**config.mk**
```make
export PLATFORM = sky130hd
export DESIGN_NAME = string_to_u64_parser
export DESIGN_NICKNAME = d
export VERILOG_FILES = /design/src/hdl/s2u_pkg.sv /design/src/hdl/string_to_u64_parser.sv /design/src/hdl/s2u_fifo.sv /design/src/hdl/s2u_front.sv /design/src/hdl/s2u_back.sv
export VERILOG_INCLUDE_DIRS = /design/src /design/src/hdl
export SDC_FILE = /design/constraint.sdc
export NUM_CORES = 1
export LEC_CHECK = 0
export BUFFER_PORTS_ARGS = -buffer_cell sky130_fd_sc_hd__buf_2
export CELL_PAD_IN_SITES_DETAIL_PLACEMENT = 0
export CELL_PAD_IN_SITES_GLOBAL_PLACEMENT = 1
export CORE_MARGIN = 10
export CORE_UTILIZATION = 44
export CTS_CLUSTER_SIZE = 30
export DETAILED_ROUTE_END_ITERATION = 6
export PLACE_DENSITY_LB_ADDON = 0.1
export SLEW_MARGIN = 20
export SYNTH_ARGS = -nofsm -noshare
export SYNTH_HDL_FRONTEND = slang
export SYNTH_HIERARCHICAL = 1
export SYNTH_SLANG_ARGS = --single-unit
```
**constraint.sdc**
```tcl
create_clock -name clk -period 6.2 [get_ports clk]
set_input_delay 1.24 -clock clk [delete_from_list [all_inputs] [get_ports clk]]
set_output_delay 1.24 -clock clk [all_outputs]
set_load 0.02 [all_outputs]
```
**src/hdl/string_to_u64_parser_macros.svh**
```systemverilog
// assertion macros used by the string_to_u64_parser rtl (s2u_back)
// expects clk and rst_n in the scope of the module that uses them
`ifndef STRING_TO_U64_PARSER_MACROS_SVH
`define STRING_TO_U64_PARSER_MACROS_SVH

// property must hold at every edge outside reset
`define S2U_ASSERT(name, prop, msg) \
    name: assert property (@(posedge clk) disable iff (!rst_n) prop) else $error(msg);

// condition must never be seen outside reset
`define S2U_ASSERT_NEVER(name, cond, msg) \
    name: assert property (@(posedge clk) disable iff (!rst_n) !(cond)) else $error(msg);

`endif

```
**src/hdl/s2u_pkg.sv**
```systemverilog
// shared types and constants for the string_to_u64_parser
// no dependencies
package s2u_pkg;

    localparam int CHAR_W        = 8;
    localparam int VALUE_W       = 64;
    localparam int DIGIT_W       = 4;
    localparam int DEF_CMD_DEPTH = 2;
    localparam int DEF_RES_DEPTH = 2;

    localparam logic [CHAR_W-1:0] CH_SPACE = 8'h20;
    localparam logic [CHAR_W-1:0] CH_TAB   = 8'h09;
    localparam logic [CHAR_W-1:0] CH_CR    = 8'h0d;
    localparam logic [CHAR_W-1:0] CH_PLUS  = 8'h2b;
    localparam logic [CHAR_W-1:0] CH_MINUS = 8'h2d;
    localparam logic [CHAR_W-1:0] CH_0     = 8'h30;
    localparam logic [CHAR_W-1:0] CH_9     = 8'h39;
    localparam logic [CHAR_W-1:0] CH_UA    = 8'h41;
    localparam logic [CHAR_W-1:0] CH_UF    = 8'h46;
    localparam logic [CHAR_W-1:0] CH_UX    = 8'h58;
    localparam logic [CHAR_W-1:0] CH_LA    = 8'h61;
    localparam logic [CHAR_W-1:0] CH_LF    = 8'h66;
    localparam logic [CHAR_W-1:0] CH_LX    = 8'h78;

    typedef enum logic [1:0] {
        ST_OK    = 2'd0,
        ST_INVAL = 2'd1,
        ST_RANGE = 2'd2
    } status_t;

    typedef enum logic [2:0] {
        K_SPACE,
        K_PLUS,
        K_MINUS,
        K_X,
        K_DIGIT,
        K_OTHER,
        K_END
    } kind_t;

    typedef enum logic [2:0] {
        PH_SPACE,
        PH_SIGN,
        PH_ZERO,
        PH_PREFIX,
        PH_DIGITS,
        PH_ERROR
    } phase_t;

    typedef struct packed {
        kind_t              kind;
        logic [DIGIT_W-1:0] digit;
        logic               hex;
    } item_t;

    typedef struct packed {
        status_t            status;
        logic [VALUE_W-1:0] value;
    } result_t;

endpackage

```
**src/hdl/string_to_u64_parser.sv**
```systemverilog
// top level of the streaming text to unsigned 64-bit parser
// depends on s2u_pkg, s2u_fifo, s2u_front and s2u_back
//
// One character beat per cycle is accepted while the command queue is not
// full; an end beat closes each string and produces one result beat
// (status and value). The front classifies each character with the base
// latched from hex_mode on cfg_valid, into a short queue; the back walks the
// parse phases and updates the accumulator with a combinational shift-add
// (x10 or x16 plus digit), which sets the one-beat-per-cycle figure. The
// back pops an end beat and pushes its result only while the result queue
// is not full. Write hex_mode only while no string is in flight.
module string_to_u64_parser
    import s2u_pkg::*;
#(
    parameter int CMD_DEPTH = DEF_CMD_DEPTH,
    parameter int RES_DEPTH = DEF_RES_DEPTH
) (
    input  logic               clk,
    input  logic               rst_n,
    input  logic               cfg_valid,
    output logic               cfg_ready,
    input  logic               hex_mode,
    input  logic               push,
    output logic               full,
    input  logic [CHAR_W-1:0]  char_code,
    input  logic               is_end,
    output logic               empty,
    input  logic               pop,
    output logic [1:0]         status,
    output logic [VALUE_W-1:0] value
);

    item_t   front_item;
    item_t   cmd_item;
    logic    cmd_empty;
    logic    cmd_pop;
    logic    res_full;
    logic    res_push;
    result_t res_wdata;
    result_t res_rdata;

    s2u_front u_front (
        .clk       (clk),
        .rst_n     (rst_n),
        .cfg_valid (cfg_valid),
        .cfg_ready (cfg_ready),
        .hex_mode  (hex_mode),
        .char_code (char_code),
        .is_end    (is_end),
        .item      (front_item)
    );

    s2u_fifo #(
        .WIDTH ($bits(item_t)),
        .DEPTH (CMD_DEPTH)
    ) u_cmd_q (
        .clk   (clk),
        .rst_n (rst_n),
        .push  (push),
        .wdata (front_item),
        .full  (full),
        .pop   (cmd_pop),
        .rdata (cmd_item),
        .empty (cmd_empty)
    );

    s2u_back u_back (
        .clk       (clk),
        .rst_n     (rst_n),
        .cmd_empty (cmd_empty),
        .cmd_item  (cmd_item),
        .cmd_pop   (cmd_pop),
        .res_full  (res_full),
        .res_push  (res_push),
        .res_data  (res_wdata)
    );

    s2u_fifo #(
        .WIDTH ($bits(result_t)),
        .DEPTH (RES_DEPTH)
    ) u_res_q (
        .clk   (clk),
        .rst_n (rst_n),
        .push  (res_push),
        .wdata (res_wdata),
        .full  (res_full),
        .pop   (pop),
        .rdata (res_rdata),
        .empty (empty)
    );

    assign status = res_rdata.status;
    assign value  = res_rdata.value;

endmodule

```
**src/hdl/s2u_fifo.sv**
```systemverilog
// small register queue used between front and back and on the result side
// no package dependencies
module s2u_fifo #(
    parameter int WIDTH = 8,
    parameter int DEPTH = 2
) (
    input  logic             clk,
    input  logic             rst_n,
    input  logic             push,
    input  logic [WIDTH-1:0] wdata,
    output logic             full,
    input  logic             pop,
    output logic [WIDTH-1:0] rdata,
    output logic             empty
);

    localparam int PTR_W = (DEPTH > 1) ? $clog2(DEPTH) : 1;
    localparam int CNT_W = $clog2(DEPTH + 1);

    logic [WIDTH-1:0] mem_reg [DEPTH];
    logic [PTR_W-1:0] wr_ptr_reg, wr_ptr_next;
    logic [PTR_W-1:0] rd_ptr_reg, rd_ptr_next;
    logic [CNT_W-1:0] count_reg, count_next;
    logic             do_push;
    logic             do_pop;

    assign full    = (count_reg == CNT_W'(DEPTH));
    assign empty   = (count_reg == '0);
    assign do_push = push && !full;
    assign do_pop  = pop && !empty;
    assign rdata   = mem_reg[rd_ptr_reg];

    always_comb
    begin
        wr_ptr_next = wr_ptr_reg;
        rd_ptr_next = rd_ptr_reg;
        count_next  = count_reg;
        if (do_push)
        begin
            wr_ptr_next = (wr_ptr_reg == PTR_W'(DEPTH - 1)) ? '0 : wr_ptr_reg + 1'b1;
        end
        if (do_pop)
        begin
            rd_ptr_next = (rd_ptr_reg == PTR_W'(DEPTH - 1)) ? '0 : rd_ptr_reg + 1'b1;
        end
        if (do_push && !do_pop)
        begin
            count_next = count_reg + 1'b1;
        end
        else if (do_pop && !do_push)
        begin
            count_next = count_reg - 1'b1;
        end
    end

    always_ff @(posedge clk or negedge rst_n)
    begin
        if (!rst_n)
        begin
            wr_ptr_reg <= '0;
            rd_ptr_reg <= '0;
            count_reg  <= '0;
        end
        else
        begin
            wr_ptr_reg <= wr_ptr_next;
            rd_ptr_reg <= rd_ptr_next;
            count_reg  <= count_next;
        end
    end

    always_ff @(posedge clk)
    begin
        if (do_push)
        begin
            mem_reg[wr_ptr_reg] <= wdata;
        end
    end

endmodule

```
**src/hdl/s2u_front.sv**
```systemverilog
// front end: holds the base register and classifies each incoming character
// depends on s2u_pkg
module s2u_front
    import s2u_pkg::*;
(
    input  logic              clk,
    input  logic              rst_n,
    input  logic              cfg_valid,
    output logic              cfg_ready,
    input  logic              hex_mode,
    input  logic [CHAR_W-1:0] char_code,
    input  logic              is_end,
    output item_t             item
);

    logic hex_reg;

    assign cfg_ready = 1'b1;

    always_ff @(posedge clk or negedge rst_n)
    begin
        if (!rst_n)
        begin
            hex_reg <= 1'b0;
        end
        else if (cfg_valid && cfg_ready)
        begin
            hex_reg <= hex_mode;
        end
    end

    always_comb
    begin
        item.hex   = hex_reg;
        item.digit = char_code[DIGIT_W-1:0];
        if (is_end)
        begin
            item.kind = K_END;
        end
        else if (char_code == CH_SPACE || char_code inside {[CH_TAB:CH_CR]})
        begin
            item.kind = K_SPACE;
        end
        else if (char_code == CH_PLUS)
        begin
            item.kind = K_PLUS;
        end
        else if (char_code == CH_MINUS)
        begin
            item.kind = K_MINUS;
        end
        else if (char_code inside {[CH_0:CH_9]})
        begin
            item.kind = K_DIGIT;
        end
        else if (hex_reg && (char_code inside {[CH_LA:CH_LF], [CH_UA:CH_UF]}))
        begin
            // letters a..f sit at low nibble 1..6
            item.kind  = K_DIGIT;
            item.digit = char_code[DIGIT_W-1:0] + 4'd9;
        end
        else if (hex_reg && (char_code == CH_LX || char_code == CH_UX))
        begin
            item.kind = K_X;
        end
        else
        begin
            item.kind = K_OTHER;
        end
    end

endmodule

```
**src/hdl/s2u_back.sv**
```systemverilog
// back end: parse state machine, accumulator and end-of-string result
// depends on s2u_pkg and the assertion macros
`include "string_to_u64_parser_macros.svh"

module s2u_back
    import s2u_pkg::*;
(
    input  logic    clk,
    input  logic    rst_n,
    input  logic    cmd_empty,
    input  item_t   cmd_item,
    output logic    cmd_pop,
    input  logic    res_full,
    output logic    res_push,
    output result_t res_data
);

    phase_t               phase_reg, phase_next;
    logic [VALUE_W-1:0]   acc_reg, acc_next;
    logic                 ovf_reg, ovf_next;
    logic                 neg_reg, neg_next;
    logic [VALUE_W+3:0]   scaled;
    logic [VALUE_W+3:0]   digit_sum;
    logic                 is_end_item;
    logic                 hex_zero;
    logic                 takes_digit;

    assign is_end_item = (cmd_item.kind == K_END);
    assign cmd_pop     = !cmd_empty && (!is_end_item || !res_full);
    assign res_push    = cmd_pop && is_end_item;
    // a leading zero in hex may still open a 0x prefix
    assign hex_zero    = cmd_item.hex && (cmd_item.digit == '0);

    // acc * base + digit, carry bits above 64 flag overflow
    always_comb
    begin
        if (cmd_item.hex)
        begin
            scaled = {acc_reg, 4'b0000};
        end
        else
        begin
            scaled = ({4'b0000, acc_reg} << 3) + ({4'b0000, acc_reg} << 1);
        end
        digit_sum = scaled + {{VALUE_W{1'b0}}, cmd_item.digit};
    end

    // next state
    always_comb
    begin
        phase_next = phase_reg;
        if (cmd_pop)
        begin
            if (is_end_item)
            begin
                phase_next = PH_SPACE;
            end
            else
            begin
                case (phase_reg)
                    PH_SPACE, PH_SIGN:
                    begin
                        if (phase_reg == PH_SPACE && cmd_item.kind == K_SPACE)
                        begin
                            phase_next = PH_SPACE;
                        end
                        else if (phase_reg == PH_SPACE
                                 && (cmd_item.kind == K_PLUS || cmd_item.kind == K_MINUS))
                        begin
                            phase_next = PH_SIGN;
                        end
                        else if (cmd_item.kind == K_DIGIT)
                        begin
                            phase_next = hex_zero ? PH_ZERO : PH_DIGITS;
                        end
                        else
                        begin
                            phase_next = PH_ERROR;
                        end
                    end
                    PH_ZERO:
                    begin
                        if (cmd_item.kind == K_X)
                        begin
                            phase_next = PH_PREFIX;
                        end
                        else if (cmd_item.kind == K_DIGIT)
                        begin
                            phase_next = PH_DIGITS;
                        end
                        else
                        begin
                            phase_next = PH_ERROR;
                        end
                    end
                    PH_PREFIX, PH_DIGITS:
                    begin
                        phase_next = (cmd_item.kind == K_DIGIT) ? PH_DIGITS : PH_ERROR;
                    end
                    default:
                    begin
                        phase_next = PH_ERROR;
                    end
                endcase
            end
        end
    end

    // datapath and result
    always_comb
    begin
        acc_next    = acc_reg;
        ovf_next    = ovf_reg;
        neg_next    = neg_reg;
        takes_digit = 1'b0;

        case (phase_reg)
            PH_SPACE, PH_SIGN: takes_digit = (cmd_item.kind == K_DIGIT) && !hex_zero;
            PH_ZERO, PH_PREFIX, PH_DIGITS: takes_digit = (cmd_item.kind == K_DIGIT);
            default: takes_digit = 1'b0;
        endcase

        if (cmd_pop)
        begin
            if (is_end_item)
            begin
                acc_next = '0;
                ovf_next = 1'b0;
                neg_next = 1'b0;
            end
            else if (takes_digit)
            begin
                acc_next = digit_sum[VALUE_W-1:0];
                ovf_next = ovf_reg || (digit_sum[VALUE_W+3:VALUE_W] != '0);
            end
            else if (phase_reg == PH_SPACE
                     && (cmd_item.kind == K_PLUS || cmd_item.kind == K_MINUS))
            begin
                neg_next = (cmd_item.kind == K_MINUS);
            end
        end

        res_data.value = '0;
        if (ovf_reg)
        begin
            res_data.status = ST_RANGE;
        end
        else if (phase_reg != PH_ZERO && phase_reg != PH_DIGITS)
        begin
            res_data.status = ST_INVAL;
        end
        else if (neg_reg && acc_reg != '0)
        begin
            res_data.status = ST_RANGE;
        end
        else
        begin
            res_data.status = ST_OK;
            res_data.value  = acc_reg;
        end
    end

    always_ff @(posedge clk or negedge rst_n)
    begin
        if (!rst_n)
        begin
            phase_reg <= PH_SPACE;
            acc_reg   <= '0;
            ovf_reg   <= 1'b0;
            neg_reg   <= 1'b0;
        end
        else
        begin
            phase_reg <= phase_next;
            acc_reg   <= acc_next;
            ovf_reg   <= ovf_next;
            neg_reg   <= neg_next;
        end
    end

    `S2U_ASSERT(a_error_sticky, (phase_reg == PH_ERROR && !res_push) |=> (phase_reg == PH_ERROR), "error phase left without end beat")
    `S2U_ASSERT(a_ovf_sticky, (ovf_reg && !res_push) |=> ovf_reg, "overflow flag dropped mid string")
    `S2U_ASSERT(a_end_clears, res_push |=> (phase_reg == PH_SPACE && acc_reg == '0 && !ovf_reg && !neg_reg), "parse state not cleared after end beat")
    `S2U_ASSERT_NEVER(a_no_value_on_error, res_push && res_data.status != ST_OK && res_data.value != '0, "nonzero value with error status")

endmodule
```
==> run summary, run 1 <==
The number of max-capacitance violations reported is 0. Clock slew at the register clock pins of the worst setup and hold paths: 0.06 ns. TritonCTS built the clock tree. The number of DRC violations after detailed-routing iteration 0 is 1,159, and the portion of total power attributed to combinational logic is 49.5%. The final clock period utilization by the worst path works out to 91.69%. For this design the static power due to leakage is 7.083 nW. The shortest clock period the worst path allows after layout is 5.685 ns, and the fraction of registers with async set/reset is 34.51%. The HPWL after detailed placement is 40,100 um. During placement, the flow inserted port buffers numbering 82. CTS saw 226 sinks. A synthesized cell averages 9.356 um2. For this design, the slowest cell found on the critical path is sky130_fd_sc_hd__nor4_1. After detailed routing, the number of remaining DRC violations is 0. The flow ran to the end, and the final reports show no timing, DRC or antenna violations.

For the final instance count without filler cells, the log shows 2,346. Sequential cells were found to cover 38.41% of the synthesized design area. The share of total power dissipated in the clock network is 19.4%. The critical path in this run is classified as flip-flop to flip-flop. The clock passes through at most 3 buffers.

Detailed routing placed a total of 26,130 um of wire on met2. The height of the die is 214.5 um. Met1 wire length: 23,810 um.

The net count after synthesis is 1,868, and the count of standard-cell rows is 71. Entering global routing, the biggest net connects 79 pins. In this run switching power makes up 45.88% of total power. Across all setup checks in the final design, the least slack found is 0.5155 ns. The tools report the master cell of the clock root buffer as sky130_fd_sc_hd__clkbuf_16. In the final routed layout, each cell accounts on average for 22.77 um.

The cell count after synthesis is 1,780, and the number of different library cells in the post-synthesis netlist is 106. The chip width is 214.5 um, and the proportion of power drawn by flip-flops and latches is 31.1%. Global routing finished with a remaining overflow of 0.

The last weighted congestion value of the routability-driven placer was 0.9620; the area used by multi-input combinational logic was 0.009762 mm2. The Yosys step of the flow raised 6 warnings. Across the whole layout, storage elements account for 0.006400 mm2. In the routed layout, each cell is associated on average with a via count of 6.084. The proportion of netlist area held by the largest area contributor is 26.69%.

The run gives 6.10 ns as the signal arrival time at the worst endpoint. The commonest non-fill, non-tap cell in the layout is sky130_fd_sc_hd__nand2_1. The count of endpoints failing hold in the final timing report came out at 0. For the pin with the worst max-slew slack, the measured transition is 1.097 ns.

After clock tree synthesis, the repair step resized 0 gates. The logs give 1 for the H-tree depth and 0.6013 ns for the placement-stage worst setup slack. By area the synthesized netlist is led by sky130_fd_sc_hd__edfxtp_1 27%, sky130_fd_sc_hd__dfrtp_1 12%, sky130_fd_sc_hd__ha_1 5.3%, sky130_fd_sc_hd__o21ai_0 4.2%, sky130_fd_sc_hd__nand2_1 3.7%.

The area of the die is 0.04603 mm2, and the total routed wirelength is 53,420 um. The number of synthesized flops with an enable pin was 148; the number of cells after detailed placement was 2,297. The number of optimization iterations in the first detailed-route pass was 5. The number of top-level design ports was 84.

The initial antenna violation count was 0. In the final layout, the share of cells above drive strength 1 is 14.50%. The total power density per cell area is 427.6 mW/mm2. Routed signal wires occupy layers up through met4. In this run the remaining antenna-violating nets after routing total 0.

The worst IR drop on VDD was 318.4 uV; the clock latency reported for the late side of the worst-skew pair was 0.58 ns. Compared with the post-synthesis result, the final layout area differs by 10.17%. The number of clock buffers added by TritonCTS is 26. The total standard cell area after synthesis was 0.01665 mm2. The largest total area in the synthesized netlist belongs to sky130_fd_sc_hd__edfxtp_1.

Summed over all nets, wire length on met3 after detailed routing comes to 2364 um. Timing would allow up to 175.9 MHz. Across the routed clock network, the largest skew measured is 0.03605 ns. Adding up every negative setup slack in the final design gives 0 ns.

The internal power of the cells is 4.246 mW, and the post-CTS setup buffer count is 0. Traced cell by cell, the critical path runs through ha_1, fa_1, a21o_1, a221o_1, a221oi_1, buf_4, xor2_1, o31ai_1, nand4_1, nor3_1, nand3_1, nor4_1, nand2_1, nor3_1, xor2_1, o21ai_0. The flip-flop and latch count after synthesis works out to 226. After the last flow step, the layout net total stands at 1,903. Required time at the worst-slack endpoint: 6.62 ns. The first-pass GRT wire length came out at 82,660 um. Buffers inserted to repair hold after CTS numbered 0. The worst slew margin relative to its limit came out at 25.94%. Setup repair after global routing left no endpoint under its margin.

Across every metal layer, demand over resource in global routing totals 22.40%. Most used flip-flop cell after synthesis: sky130_fd_sc_hd__edfxtp_1. The run gives 7.845 mW as the post-layout total power. The antenna diode count was 0; the number of flip-flops in the largest register was 132.

The top cell types in the final layout, fill and taps aside, are 166 x sky130_fd_sc_hd__nand2_1, 148 x sky130_fd_sc_hd__edfxtp_1, 140 x sky130_fd_sc_hd__o21ai_0. The filler cells instantiated in the layout total 3,603. Setup violations remaining at the end of the flow were counted as 0. The via count of the first global-routing pass is 14,070, and the area of the core is 0.03749 mm2. The switching power total is 3.599 mW. The classification of the worst-slack hold path is flip-flop to flip-flop. Max-slew violation count: 0. The run gives 44.42% as the starting density of the core. The worst setup path is launched from a flip-flop. The largest single stage delay on the critical path is 0.76 ns. The final route contains 14,270 vias.

In this run the worst path has a maximum fanout of 6. STA classifies the critical path endpoint as a flip-flop.
-- worst paths after layout --
check | from | end | slack, ns | depth (start not counted)
worst max-delay path | u_back/acc_reg[0] | u_back/acc_reg[43] | 0.52 | 16
worst min-delay path | u_front/hex_reg | u_cmd_q/mem_reg[0][0] | 0.52 | 0
worst max register to register | u_back/acc_reg[0] | u_back/acc_reg[43] | 0.52 | 16
worst min register to register | u_front/hex_reg | u_cmd_q/mem_reg[0][0] | 0.52 | 0
max in group asynchronous | rst_n | u_back/acc_reg[23] | 4.43 | 2
min in group asynchronous | rst_n | u_res_q/count_reg[1] | 0.66 | 1
-- layout make-up --
| cell class | count | share of cell area (%) |
|---|---|---|
| flip-flops and latches | 226 | 34.88 |
| multi-input cells | 1426 | 53.21 |
| inverters | 33 | 0.6752 |
| clock buffers | 32 | 3.778 |
| clock inverters | 16 | 0.8320 |
| repair buffers | 102 | 3.137 |
| well taps | 511 | 3.485 |
-- cell usage after synthesis (all sizes together), types with 24 or more instances --
library cell / instances
nand3: 101
dfrtp: 78
and2: 68
buf: 46
xnor2: 62
inv: 32
edfxtp: 148
xor2: 38
a21o: 27
ha: 71
a21oi: 113
nor3: 33
nor2: 116
clkbuf: 49
o31ai: 24
nand2: 167
nor4: 27
mux2: 80
o21ai: 146
nand4: 44
-- logic make-up after synthesis --
family / after synthesis / share of synthesized area [%]
AO/OA/AOI/OAI: 471 / 18.42
XOR/XNOR: 100 / 5.304
adder cells (fa/ha/maj): 73 / 5.575
buffers and inverters: 128 / 3.306
flip-flops: 226 / 38.41
multiplexers: 99 / 7.228
other: 1 / 0.02252
AND/OR/NAND/NOR: 682 / 21.74
-- power by group through the flow --
stage | clock, mW | sequential, mW | combinational [mW]
floorplan | 0 | 2.23 | 2.90
global placement | 0 | 2.45 | 3.85
detailed placement | 0 | 2.47 | 3.86
CTS | 1.56 | 2.44 | 3.88
global route | 1.61 | 2.49 | 4.23
finish | 1.52 | 2.44 | 3.88
-- metrics by stage --
stage | cell area, um2 | hold WS [ns] | utilization [%]
after floorplan | 16670 | 0.4608 | -
after global placement | 17480 | 0.4991 | 46.63
after detailed placement | 17480 | 0.5209 | 46.63
after CTS | 18330 | 0.5337 | 48.89
after global routing | 18350 | 0.5378 | 48.94
final | 18350 | 0.5232 | 48.94
-- layer usage --
metal	vias to the layer above	GRT usage, %
li1	6798	-
met1	7019	29.22
met2	396	38.90
met3	61	2.384
met4	0	5.460
met5	-	0
-- worst max-delay path: cells and delay by family (launching register included) --
family                   cells  cell delay, ns
adder cells (fa/ha/maj)      2            0.68
flip-flops                   1            0.46
buffers and inverters        1            0.20
AO/OA/AOI/OAI                5            1.43
XOR/XNOR                     2            0.24
AND/OR/NAND/NOR              6            2.52
No activity file was read; power rests on OpenSTA's default activity.
==> run 2: changes to the inputs <==
CORE_UTILIZATION = 53   (was 44)
clock period = 6.8 ns   (was 6.2 ns; I/O delays follow)
==> run 2 against run 1 <==
Net effect: register-to-register slack better by 0.57 ns; hold slack about the same; clock power down 13%; wire length down 3.3%; via count up 0.68%; final cell count down 5.3%; critical path depth unchanged; final area down 1.4%; critical path type unchanged.
==> run summary, run 2 (synthesis results as in run 1) <==
After clock tree synthesis, the setup repair step added 0 buffers. The tools report the endpoint of the most critical register-to-register path as u_back/ovf_reg. TritonCTS built the clock tree. For the part of the total power dissipated in the clock network, the log shows 18.8%.

The CTS buffer count came out at 24. Summing all flip-flop and latch instances after layout gives 0.006400 mm2. The worst reg-to-reg setup slack was 1.08 ns. The total area inside the core boundary comes to 0.03083 mm2. The run gives 438.2 uV as the worst IR drop on VDD. Setup repair after global routing left no endpoint under its margin. Of the available clock period, the critical path in the final layout requires 84.08%.

Of the total power, the share spent switching nets is 45.58%. The register with the most flip-flops in the layout has 132 of them. The worst setup path is of the flip-flop to flip-flop kind.

The clock sink count was 226. At the worst endpoint, the arrival time is 6.19 ns. The number of fill cells is 2,783. For this run, the detailed router's first-pass iteration total came to 5. The run gives 0 as the initial antenna violation count. Summed over all nets, the switching power comes to 3.223 mW. The worst clock skew on the final layout is 0.01492 ns. From left edge to right edge, the die measures 197.3 um.

Internal power comes to 3.848 mW. Leaving out fill and tap cells, the most frequent cell in the layout is sky130_fd_sc_hd__nand2_1. For this design the static power due to leakage is 7.001 nW. The number of cells on the worst hold path is 1, and the worst-margin pin slew is 1.155 ns. For the worst setup path, the data required time is 7.27 ns.

The cell type with the highest occurrence count on the critical path was sky130_fd_sc_hd__a221o_1. The die is 197.3 um tall. The shortest clock period the worst path allows after layout works out to 5.717 ns. The antenna diode count is 0, and the portion of total power attributed to combinational logic is 49.6%. The worst setup path is launched from a flip-flop. The launching element of the worst setup path was u_back/acc_reg[2].

The number of cells on the worst reg-to-reg path is 16. The count of nets left with antenna violations once routing finished came out at 0. Pin placement for this block handled 84 I/O pins. The number of DRC violations after detailed-routing iteration 0 was 1,065; the post-cts sizing count was 0. Setup violations remaining at the end of the flow were counted as 0. The family of cells with the greatest summed delay on the critical path was compound AO/OA/AOI/OAI gates.

Entering global routing, the biggest net connects 122 pins. Summed over all failing endpoints, the final setup total negative slack is 0 ns. In this run the deepest clock path goes through 3 buffers. Clock slew at the register clock pins of the worst setup and hold paths: 0.06 ns.

The flow ran to the end, and the final reports show no timing, DRC or antenna violations. The biggest fanout along the worst timing path works out to 8. The min-delay analysis places its worst path in the category flip-flop to flip-flop. STA classifies the critical path endpoint as a flip-flop.

Row generation in the floorplan step produced 64 rows. Cells with a size suffix above 1 make up 13.91% of the layout. For the max-slew violation count, the log shows 0.

The area of the die is 0.03891 mm2. After detailed routing, the average wire length per cell comes to 23.25 um. Master cell of the clock root buffer: sky130_fd_sc_hd__clkbuf_16. The run gives 1,896 as the final layout net count.

Worst slack on hold paths: 0.5228 ns. The tools report the endpoint of the worst setup timing path as u_back/ovf_reg. Clock latency on the worst-skew pair, taken at its later pin, is 0.53 ns. Global routing used 25.95% of the available tracks.

The number of vias per cell came out at 6.468. The total power density per cell area is 391.1 mW/mm2, and the H-tree depth is 1. The signal on the critical path passes through ha_1, fa_1, a21o_1, a221o_1, a221oi_1, xor2_1, o31ai_1, nand4_1, nor3_2, buf_4, and3_1, and4b_1, nand4b_4, or4_1, a31oi_1, a221o_1. For the proportion of power drawn by flip-flops and latches, the log shows 31.6%. The number of buffers and inverters on the critical path was 1. The total number of cells along the worst setup path was 16. Overall power consumption after layout is estimated at 7.071 mW. The slowest stage of the critical path belongs to the cell sky130_fd_sc_hd__o31ai_1. The starting density of the core came out at 54.02%. The count of endpoints failing hold in the final timing report is 0, and the number of buffers added on ports is 82. The number of remaining DRC errors is 0. First-pass GRT wire length: 80,340 um. Relative to the synthesized area, the layout overhead comes to 8.573%. The number of buffers inserted by hold repair at cts is 0. For the HPWL reported at the end of detailed placement, the log shows 39,170 um. The library cells used most frequently in the layout, excluding fill and tap cells, are 166 x sky130_fd_sc_hd__nand2_1, 148 x sky130_fd_sc_hd__edfxtp_1, 140 x sky130_fd_sc_hd__o21ai_0. Via count of the first global-routing pass: 13,940.

Wires add up to 51,670 um. The maximum clock rate was 174.9 MHz. Routability-driven placement finished with a final weighted congestion of 1.052. The tool flagged a number of max-cap violations equal to 0. The delay contributed by the slowest stage of the critical path was 0.63 ns; the worst slew margin relative to its limit was 22.36%. The run gives 0.009743 mm2 as the area used by multi-input combinational logic. Via count: 14,370. Measured on the finished design, the core utilization comes to 58.65%.

Global routing finished with a remaining overflow of 0. Startpoint of the worst register-to-register path: u_back/acc_reg[2].
==> run 2: changes by cell type in the layout (fill, tap and decap cells not counted), sizes merged <==
cell	before	now
buf	102	97
clkinv	14	6
inv	32	34
clkbuf	32	34
bufinv	2	3
clkinvlp	1	0
==> run 2: stage by stage <==
stage               instances  instance area (um2)  worst slack, ns
detailed placement       2178                17290            1.147
global placement         2178                17290            1.318
CTS                      2222                18080            1.137
global route             2222                18080           0.6352
floorplan                1780                16650           0.1001
finish                   2222                18080            1.083
==> run 2: area by class of cell <==
class	instances	share of cell area [%]
clock buffer	34	3.647
clock inverter	10	0.7197
inverter	33	0.6851
multi-input combinational	1426	53.89
sequential	226	35.40
tap	396	2.740
timing repair buffer	97	2.927
==> run 2: how the worst min path moves through the flow <==
stage / from / to / slack [ns]
2_1_floorplan: u_res_q/wr_ptr_reg / u_res_q/wr_ptr_reg / 0.46
3_3_place_gp: u_res_q/count_reg[1] / u_res_q/count_reg[1] / 0.50
3_5_place_dp: u_res_q/count_reg[1] / u_res_q/count_reg[1] / 0.51
4_1_cts: u_res_q/count_reg[1] / u_res_q/count_reg[1] / 0.52
5_1_grt: u_cmd_q/wr_ptr_reg / u_cmd_q/wr_ptr_reg / 0.55
6_report: u_res_q/count_reg[1] / u_res_q/count_reg[1] / 0.52
==> run 2: per-layer routing <==
layer	wire [um]	share of wire (%)	up-vias	global-route usage (%)
met5	0	0	-	0
met2	24440	47	496	43.55
met3	3224	6.2	89	3.066
met4	1411	2.7	0	7.519
li1	-	-	6790	-
met1	22590	44	6996	34.55
==> run 2: power by group through the flow <==
stage | Combinational, mW | Clock (mW) | Sequential [mW]
final | 3.51 | 1.33 | 2.23
after global routing | 3.83 | 1.40 | 2.28
after CTS | 3.49 | 1.36 | 2.23
after detailed placement | 3.48 | 0 | 2.26
after global placement | 3.46 | 0 | 2.24
after floorplan | 2.63 | 0 | 2.03
